File: src/hw/rtl/jse_pkg.sv
// Shared types, codes and lookup functions for the JSON string escaper.
package jse_pkg;

    localparam int unsigned BYTE_W = 8;
    localparam int unsigned LEN_W  = 16;
    localparam int unsigned KIND_W = 3;
    localparam int unsigned IDX_W  = 3;

    // Kind of work handed from the front to the back
    localparam logic [KIND_W-1:0] K_PLAIN     = 3'd0;
    localparam logic [KIND_W-1:0] K_PAIR      = 3'd1;
    localparam logic [KIND_W-1:0] K_UNI       = 3'd2;
    localparam logic [KIND_W-1:0] K_DONE_OK   = 3'd3;
    localparam logic [KIND_W-1:0] K_DONE_FAIL = 3'd4;

    localparam logic [BYTE_W-1:0] CH_BSLASH = 8'h5C;
    localparam logic [BYTE_W-1:0] CH_QUOTE  = 8'h22;
    localparam logic [BYTE_W-1:0] CH_U      = 8'h75;
    localparam logic [BYTE_W-1:0] CH_ZERO   = 8'h30;
    localparam logic [BYTE_W-1:0] CH_NUL    = 8'h00;
    localparam logic [BYTE_W-1:0] CTRL_TOP  = 8'h20;

    typedef struct packed {
        logic [KIND_W-1:0] kind;
        logic [BYTE_W-1:0] data;
        logic [LEN_W-1:0]  len;
    } t_entry;

    typedef struct packed {
        logic [BYTE_W-1:0] out_byte;
        logic              store;
        logic              run_last;
        logic              string_done;
        logic              ok;
        logic [LEN_W-1:0]  out_length;
    } t_result;

    function automatic logic [BYTE_W-1:0] hex_digit(input logic [3:0] nib);
        logic [BYTE_W-1:0] r;
        if (nib < 4'd10) r = 8'h30 + {4'b0, nib};
        else             r = 8'h37 + {4'b0, nib};
        return r;
    endfunction

    // Second character of a two-character escape, zero when none applies
    function automatic logic [BYTE_W-1:0] short_escape(input logic [BYTE_W-1:0] c);
        logic [BYTE_W-1:0] r;
        unique case (c)
            8'h08:     r = 8'h62; // b
            8'h0C:     r = 8'h66; // f
            8'h0A:     r = 8'h6E; // n
            8'h0D:     r = 8'h72; // r
            8'h09:     r = 8'h74; // t
            CH_QUOTE:  r = CH_QUOTE;
            CH_BSLASH: r = CH_BSLASH;
            default:   r = CH_NUL;
        endcase
        return r;
    endfunction

endpackage

File: src/hw/rtl/jse_front.sv
// Front end: takes input beats, sizes each escape, checks room and queues work.
module jse_front (
    input  logic                        i_clk,
    input  logic                        i_rst_n,
    input  logic                        i_cfg_wr_en,
    input  logic [jse_pkg::LEN_W-1:0]   i_cfg_wr_data,
    input  logic                        i_in_valid,
    output logic                        o_in_ready,
    input  logic [jse_pkg::BYTE_W-1:0]  i_in_byte,
    output logic                        o_push,
    output jse_pkg::t_entry             o_entry,
    input  logic                        i_q_ready
);

    logic [jse_pkg::LEN_W-1:0] r_capacity, n_capacity;
    logic [jse_pkg::LEN_W-1:0] r_used, n_used;
    logic                      r_ovf, n_ovf;

    logic                        accept;
    logic                        is_end;
    logic [jse_pkg::BYTE_W-1:0]  esc;
    logic [2:0]                  enc_len;
    logic [jse_pkg::LEN_W+1:0]   need;
    logic                        fits;
    logic                        good;

    assign o_in_ready = i_q_ready;
    assign accept     = i_in_valid && i_q_ready;
    assign is_end     = (i_in_byte == jse_pkg::CH_NUL);
    assign esc        = jse_pkg::short_escape(i_in_byte);

    always_comb begin
        o_entry.data = i_in_byte;
        o_entry.len  = '0;
        if (esc != jse_pkg::CH_NUL) begin
            o_entry.kind = jse_pkg::K_PAIR;
            o_entry.data = esc;
            enc_len      = 3'd2;
        end else if (i_in_byte < jse_pkg::CTRL_TOP) begin
            o_entry.kind = jse_pkg::K_UNI;
            enc_len      = 3'd6;
        end else begin
            o_entry.kind = jse_pkg::K_PLAIN;
            enc_len      = 3'd1;
        end
        good = !r_ovf && (r_used < r_capacity);
        if (is_end) begin
            o_entry.data = jse_pkg::CH_NUL;
            o_entry.kind = good ? jse_pkg::K_DONE_OK : jse_pkg::K_DONE_FAIL;
            o_entry.len  = good ? r_used : '0;
        end
    end

    // Escape fits when used + len + 1 (the NUL) stays within capacity
    assign need = {2'b0, r_used} + {{(jse_pkg::LEN_W-1){1'b0}}, enc_len} + 18'd1;
    assign fits = need <= {2'b0, r_capacity};

    assign o_push = accept && (is_end || (!r_ovf && fits));

    always_comb begin
        n_capacity = i_cfg_wr_en ? i_cfg_wr_data : r_capacity;
        n_used     = r_used;
        n_ovf      = r_ovf;
        if (accept) begin
            if (is_end) begin
                n_used = '0;
                n_ovf  = 1'b0;
            end else if (!r_ovf) begin
                if (fits) n_used = r_used + {{(jse_pkg::LEN_W-3){1'b0}}, enc_len};
                else      n_ovf  = 1'b1;
            end
        end
    end

    always_ff @(posedge i_clk) begin
        if (!i_rst_n) begin
            r_capacity <= 16'd256;
            r_used     <= '0;
            r_ovf      <= 1'b0;
        end else begin
            r_capacity <= n_capacity;
            r_used     <= n_used;
            r_ovf      <= n_ovf;
        end
    end

endmodule

File: src/hw/rtl/jse_queue.sv
// Short FIFO of work entries between the front and the back.
module jse_queue #(
    parameter int unsigned DEPTH = 4
) (
    input  logic            i_clk,
    input  logic            i_rst_n,
    input  logic            i_push,
    input  jse_pkg::t_entry i_entry,
    output logic            o_ready,
    input  logic            i_pop,
    output logic            o_valid,
    output jse_pkg::t_entry o_entry
);

    localparam int unsigned PTR_W = (DEPTH > 1) ? $clog2(DEPTH) : 1;
    localparam int unsigned CNT_W = $clog2(DEPTH + 1);
    localparam logic [PTR_W-1:0] LAST_PTR = PTR_W'(DEPTH - 1);
    localparam logic [CNT_W-1:0] FULL_CNT = CNT_W'(DEPTH);

    jse_pkg::t_entry  r_mem [DEPTH];
    logic [PTR_W-1:0] r_wr_ptr, n_wr_ptr;
    logic [PTR_W-1:0] r_rd_ptr, n_rd_ptr;
    logic [CNT_W-1:0] r_count, n_count;
    logic             do_push, do_pop;

    assign o_ready = (r_count != FULL_CNT);
    assign o_valid = (r_count != '0);
    assign o_entry = r_mem[r_rd_ptr];
    assign do_push = i_push && o_ready;
    assign do_pop  = i_pop && o_valid;

    always_comb begin
        n_wr_ptr = r_wr_ptr;
        n_rd_ptr = r_rd_ptr;
        n_count  = r_count;
        if (do_push) n_wr_ptr = (r_wr_ptr == LAST_PTR) ? '0 : r_wr_ptr + 1'b1;
        if (do_pop)  n_rd_ptr = (r_rd_ptr == LAST_PTR) ? '0 : r_rd_ptr + 1'b1;
        if (do_push && !do_pop)      n_count = r_count + 1'b1;
        else if (!do_push && do_pop) n_count = r_count - 1'b1;
    end

    always_ff @(posedge i_clk) begin
        if (do_push) r_mem[r_wr_ptr] <= i_entry;
    end

    always_ff @(posedge i_clk) begin
        if (!i_rst_n) begin
            r_wr_ptr <= '0;
            r_rd_ptr <= '0;
            r_count  <= '0;
        end else begin
            r_wr_ptr <= n_wr_ptr;
            r_rd_ptr <= n_rd_ptr;
            r_count  <= n_count;
        end
    end

endmodule

File: src/hw/rtl/jse_back.sv
// Back end: expands queued entries into output beats through an output register.
module jse_back (
    input  logic             i_clk,
    input  logic             i_rst_n,
    input  logic             i_q_valid,
    input  jse_pkg::t_entry  i_entry,
    output logic             o_pop,
    output logic             o_out_valid,
    input  logic             i_out_ready,
    output jse_pkg::t_result o_result
);

    logic [jse_pkg::IDX_W-1:0] r_idx, n_idx;
    logic                      r_valid, n_valid;
    jse_pkg::t_result          r_res;
    jse_pkg::t_result          nxt;
    logic [jse_pkg::IDX_W-1:0] last_idx;
    logic                      load;

    assign load = i_q_valid && (!r_valid || i_out_ready);

    always_comb begin
        nxt.out_byte    = i_entry.data;
        nxt.store       = 1'b1;
        nxt.string_done = 1'b0;
        nxt.ok          = 1'b0;
        nxt.out_length  = '0;
        last_idx        = 3'd0;
        unique case (i_entry.kind)
            jse_pkg::K_PAIR: begin
                last_idx = 3'd1;
                if (r_idx == 3'd0) nxt.out_byte = jse_pkg::CH_BSLASH;
            end
            jse_pkg::K_UNI: begin
                last_idx = 3'd5;
                case (r_idx)
                    3'd0:    nxt.out_byte = jse_pkg::CH_BSLASH;
                    3'd1:    nxt.out_byte = jse_pkg::CH_U;
                    3'd2:    nxt.out_byte = jse_pkg::CH_ZERO;
                    3'd3:    nxt.out_byte = jse_pkg::CH_ZERO;
                    3'd4:    nxt.out_byte = jse_pkg::hex_digit(i_entry.data[7:4]);
                    default: nxt.out_byte = jse_pkg::hex_digit(i_entry.data[3:0]);
                endcase
            end
            jse_pkg::K_DONE_OK: begin
                nxt.string_done = 1'b1;
                nxt.ok          = 1'b1;
                nxt.out_length  = i_entry.len;
            end
            jse_pkg::K_DONE_FAIL: begin
                nxt.store       = 1'b0;
                nxt.string_done = 1'b1;
            end
            default: ;
        endcase
        nxt.run_last = (r_idx == last_idx);
    end

    assign o_pop = load && (r_idx == last_idx);

    always_comb begin
        n_idx   = r_idx;
        n_valid = r_valid;
        if (load) begin
            n_valid = 1'b1;
            n_idx   = (r_idx == last_idx) ? '0 : r_idx + 1'b1;
        end else if (i_out_ready) begin
            n_valid = 1'b0;
        end
    end

    always_ff @(posedge i_clk) begin
        if (load) r_res <= nxt;
    end

    always_ff @(posedge i_clk) begin
        if (!i_rst_n) begin
            r_idx   <= '0;
            r_valid <= 1'b0;
        end else begin
            r_idx   <= n_idx;
            r_valid <= n_valid;
        end
    end

    assign o_out_valid = r_valid;
    assign o_result    = r_res;

endmodule

File: src/hw/rtl/json_string_escaper.sv
// Top level of the JSON string escaper.
// Takes a string one byte per input beat and gives its JSON-escaped form one
// byte per output beat; a zero byte closes the string with a NUL beat that
// carries the length and status, after which the byte count starts afresh.
// Plain bytes sustain one input beat per cycle while the queue has room. An
// escaped byte gives two or six output beats, one per cycle while the
// receiver is ready. Bytes pass a QUEUE_DEPTH-entry work queue, then the
// output register; the input stalls only when the queue fills. Write the
// capacity register only while no string bytes are in flight.
module json_string_escaper #(
    parameter int unsigned QUEUE_DEPTH = 4
) (
    input  logic        i_clk,
    input  logic        i_rst_n,
    input  logic        i_cfg_wr_en,
    input  logic [15:0] i_cfg_wr_data,
    input  logic        i_in_valid,
    output logic        o_in_ready,
    input  logic [7:0]  i_in_byte,
    output logic        o_out_valid,
    input  logic        i_out_ready,
    output logic [7:0]  o_out_byte,
    output logic        o_store,
    output logic        o_run_last,
    output logic        o_string_done,
    output logic        o_ok,
    output logic [15:0] o_out_length
);

    logic             push, q_ready, q_valid, pop;
    jse_pkg::t_entry  push_entry, head_entry;
    jse_pkg::t_result result;

    jse_front u_front (
        .i_clk         (i_clk),
        .i_rst_n       (i_rst_n),
        .i_cfg_wr_en   (i_cfg_wr_en),
        .i_cfg_wr_data (i_cfg_wr_data),
        .i_in_valid    (i_in_valid),
        .o_in_ready    (o_in_ready),
        .i_in_byte     (i_in_byte),
        .o_push        (push),
        .o_entry       (push_entry),
        .i_q_ready     (q_ready)
    );

    jse_queue #(.DEPTH(QUEUE_DEPTH)) u_queue (
        .i_clk   (i_clk),
        .i_rst_n (i_rst_n),
        .i_push  (push),
        .i_entry (push_entry),
        .o_ready (q_ready),
        .i_pop   (pop),
        .o_valid (q_valid),
        .o_entry (head_entry)
    );

    jse_back u_back (
        .i_clk       (i_clk),
        .i_rst_n     (i_rst_n),
        .i_q_valid   (q_valid),
        .i_entry     (head_entry),
        .o_pop       (pop),
        .o_out_valid (o_out_valid),
        .i_out_ready (i_out_ready),
        .o_result    (result)
    );

    assign o_out_byte    = result.out_byte;
    assign o_store       = result.store;
    assign o_run_last    = result.run_last;
    assign o_string_done = result.string_done;
    assign o_ok          = result.ok;
    assign o_out_length  = result.out_length;

endmodule

File: config.mk
export PLATFORM = sky130hd
export DESIGN_NAME = json_string_escaper
export DESIGN_NICKNAME = d
export VERILOG_FILES = /design/src/hw/rtl/jse_pkg.sv /design/src/hw/rtl/jse_front.sv /design/src/hw/rtl/jse_queue.sv /design/src/hw/rtl/jse_back.sv /design/src/hw/rtl/json_string_escaper.sv
export SDC_FILE = /design/constraint.sdc
export NUM_CORES = 1
export LEC_CHECK = 0
export ABC_AREA = 1
export BUFFER_PORTS_ARGS = -buffer_cell sky130_fd_sc_hd__buf_2
export CAP_MARGIN = 15
export CORE_AREA = 2 2 189 191
export CTS_CLUSTER_DIAMETER = 150
export CTS_CLUSTER_SIZE = 40
export DETAILED_ROUTE_END_ITERATION = 12
export DIE_AREA = 0 0 191 193
export PLACE_DENSITY = 0.51
export SYNTH_ARGS = -nofsm -noshare
export SYNTH_HDL_FRONTEND = slang
export SYNTH_SLANG_ARGS = --single-unit
File: constraint.sdc
create_clock -name i_clk -period 7.8 [get_ports i_clk]
set_clock_uncertainty 0.1 [all_clocks]
set_input_delay 0 -clock i_clk [delete_from_list [all_inputs] [get_ports i_clk]]
set_output_delay 0 -clock i_clk [all_outputs]
set_load 0.005 [all_outputs]
==> key figures <==
Detailed routing
  • Vias post-DR: around 6900
  • Routed wire per std cell: 13.67 um
  • Residual DRC count: 0
  • Remaining number of nets flagged by the antenna check after routing: 0
  • Final wirelength: 21760 um
  • Ratio of routed vias to standard cells: about 4.4
  • Number of detailed-route iterations in the first pass: 5
  • Initial drt markers: roughly 420

Die
  • Vert. Die Dim: between 150 and 200 um
  • Site row count: between 60 and 70
  • Die extent in x: ~190 um
  • Initial core utilization: 26.48%
  • Die outline area: about 0.037 mm^2
  • Number of placed I/O pins: 59
  • Area of the core: between 0.03 and 0.04 mm^2

Worst setup path
  • Largest stage delay on the critical path: roughly 0.53 ns
  • Setup crit start kind: input pin
  • Worst setup path category: input pin to flop
  • Standard cell with the maximum stage delay on the critical path: dlygate4sd3_1
  • Largest driver fanout on the critical path: 6
  • Kind of end point of the critical path: flop
  • Most common cell type on the critical path: nand2_1
  • Required time at the endpoint of the critical path: about 8.0 ns
  • Data arrival, critical path: between 6 and 7 ns

Global route
  • Number of antenna violations at the first check in global routing: 0
  • Global-route wire length before repair: about 35000 um
  • Remaining global-route overflow: 0
  • Global-route usage over all layers: roughly an eighth
  • Maximum number of pins on one net before global-route repair: 58
  • Vias in the first global route: about 6500

Job
  • Number of maximum-capacitance constraint violations: 0

Timing
  • Final critical-path share of the clock period: ~83%
  • # setup viols final: 0
  • Total negative setup slack: 0 ns
  • Slew at the pin closest to its max-slew limit: 0.7907 ns
  • Fmax: around 0.15 GHz
  • Final hold violation count: 0
  • Setup repair after global routing missed its margin: false
  • Minimum period implied by the final worst setup slack: approximately 6.5 ns
  • Worst slew margin: between 40% and 50%
  • Final Max Tran Viols: 0

Placed design
  • DP HPWL: ~15000 um
  • Quantity of I/O buffers inserted on ports: 58
  • Placer Congestion: about 0.85
  • Cells after DPL: 1533

Clocking
  • Quantity of hold-fixing buffers added after cts: 27
  • Post-cts resize count: 0
  • Number of post-CTS setup repair buffers: 0
  • Clock slew at the register clock pins of the worst setup and hold paths: 0.08 ns
  • Clock latency on the worst-skew pair: 0.43 ns
  • Number of buffers on the longest clock path: 2
  • # H-tree levels: 4
  • TritonCTS sink count: around 180
  • CTS root buf: clkbuf_16
  • TritonCTS clock tree: yes
  • Inserted Clock Buffers: 17

Finish
  • Count of non-filler cells in the finished layout: around 1600
  • Area added between synthesis and finish: 18.23%
  • Layout fillers: 3670
  • Net count reported at finish: around 1200
  • Diode count: 0
  • Final core area utilization: between 30% and 40%
  • Layout cell share with drive strength beyond 1: approximately 11%

Status
  • Outcome: completed

Power
  • Power density over the cells: 357.3 mW/mm^2
  • Static Leak: 4.535 nW
  • Maximum vdd drop: 0.0001656 V

Synth
  • Warnings from Yosys: 0
  • Post-synthesis instance total: about 1000
  • Post-Synthesis Cell Area: roughly 0.009 mm^2
  • Mean area per synthesized cell: between 8 and 9 um^2
  • Count of unique library cells instantiated by Yosys: 48
  • Share of synthesized area occupied by flip-flops and latches: between 50 and 60%
  • Total nets after synthesis: about 1100
  • Synthesis-stage register bit count: between 150 and 200

Hold path
  • Class of the tightest hold or removal check: input pin to flop
==> placed cells by master, fill, tap and decap left out, types with 2 or more instances in the layout <==
master and n:
a32o_1 2, o21ai_0 73, and2_1 2, dfxtp_1 46, nand4_1 9, ha_1 48
dlygate4sd3_1 27, inv_1 113, a31oi_1 4, clkbuf_16 17, nor3_1 5, inv_6 2
xnor2_1 6, edfxtp_1 136, clkinv_8 3, inv_2 4, inv_12 2, nor2_2 5
nand3b_1 3, clkinvlp_4 2, nand2_2 4, clkinv_1 3, a211oi_1 2, o211ai_1 4
nand2_1 198, a32oi_1 2, nand3_1 65, nor2_1 172, o31ai_1 3, clkinv_4 2
a21oi_1 62, buf_2 58, buf_4 9, fa_1 2, nor2_4 2, nand3_2 4
xor2_1 9, o21ai_1 2, inv_8 4
==> cell families (layout without fill, tap and decap cells) <==
| kind of cell | count (synthesis) | after routing | synth area share (%) |
|---|---|---|---|
| simple gates | 476 | 476 | 21.65 |
| flops | 182 | 182 | 54.05 |
| compound gates | 162 | 162 | 9.553 |
| buf+inv | 151 | 246 | 6.418 |
| fa+ha+maj | 50 | 50 | 6.918 |
| xor+xnor | 15 | 15 | 1.419 |
==> power breakdown <==
group	internal [mW]	switching, mW	total [mW]	leakage, nW
sequential	1.33	0.146	1.48	1.74
combinational	0.539	1.03	1.57	2.51
clock	0.436	0.426	0.862	0.287
==> worst max-delay path: cells and delay by family <==
kind,cells,cell delay [ns]
simple gates,23,2.99
buf+inv,9,1.23
fa+ha+maj,4,1.21
compound gates,7,1.12
xor+xnor,1,0.13
==> per-layer routing <==
metal	wire (um)	GRT usage, %	vias to the layer above
met2	9861	19.63	111
li1	-	-	3624
met4	197	2.683	0
met3	677	2.154	15
met1	11030	17.22	3185
met5	0	0	-
==> sequential cells by signal (all words and copies together), names as in the netlist, named ones only <==
register and flops:
u_queue.r_mem 108, u_back.o_result 28, u_front.r_capacity 16, u_front.r_used 16, u_back.r_idx 3, u_queue.r_count 3, u_queue.r_rd_ptr 2, u_queue.r_wr_ptr 2
u_back.o_out_valid 1, u_front.r_ovf 1
==> path summary, 6_finish.rpt <==
kind	from	endpoint	slack, ns	depth (start not counted)
setup / recovery	i_in_byte[7]	u_queue.r_count[2]	1.33	44
setup reg to reg	u_front.r_used[0]	u_queue.r_count[2]	2.69	31
hold / removal	i_rst_n	u_front.r_used[8]	0.02	3
hold reg to reg	u_front.r_capacity[9]	u_front.r_capacity[9]	0.40	2
==> final cells by class <==
type                       instances  area, um^2  share of cell area (%)
inverter                         120       450.4                   4.114
timing repair buffer              94       628.1                   5.737
sequential                       182        5005                   45.71
tap                              461       576.8                   5.269
clock buffer                      17       425.4                   3.886
clock inverter                    15       176.4                   1.611
multi-input combinational        703        3686                   33.67
==> metrics by stage <==
stage	power [mW]	instance area (um^2)	worst slack (ns)	hold WS (ns)
after floorplan	2.580	9260	1.732	0.01192
after global routing	4.262	10950	0.4104	0.03860
after global placement	3.060	10080	1.532	0.1232
after CTS	3.967	10950	1.288	0.009746
after detailed placement	3.084	10080	1.350	0.1304
final	3.912	10950	1.326	0.02193
==> synthesized netlist by cell type (all sizes together) <==
master / number / area share [%]
nand2: 203 / 8.4
nor2: 179 / 7.4
edfxtp: 136 / 44
inv: 118 / 4.8
o21ai: 75 / 4.1
nand3: 70 / 4.1
a21oi: 63 / 3.5
ha: 48 / 6.5
dfxtp: 46 / 9.9
clkbuf: 16 / 0.65
buf: 15 / 0.91
nand4: 9 / 0.61
xor2: 9 / 0.85
nor3: 6 / 0.38
xnor2: 6 / 0.57
a31oi: 5 / 0.34
o211ai: 4 / 0.32
nand3b: 3 / 0.24
o31ai: 3 / 0.24
a211oi: 2 / 0.16
a32o: 2 / 0.22
a32oi: 2 / 0.19
and2: 2 / 0.14
clkinv: 2 / 0.081
fa: 2 / 0.43
or2: 2 / 0.14
a2111oi: 1 / 0.095
a21boi: 1 / 0.081
a21o: 1 / 0.081
and3: 1 / 0.068
nor3b: 1 / 0.081
o21bai: 1 / 0.081
o22a: 1 / 0.095
o22ai: 1 / 0.068
Power figures use the tool's default switching activity.
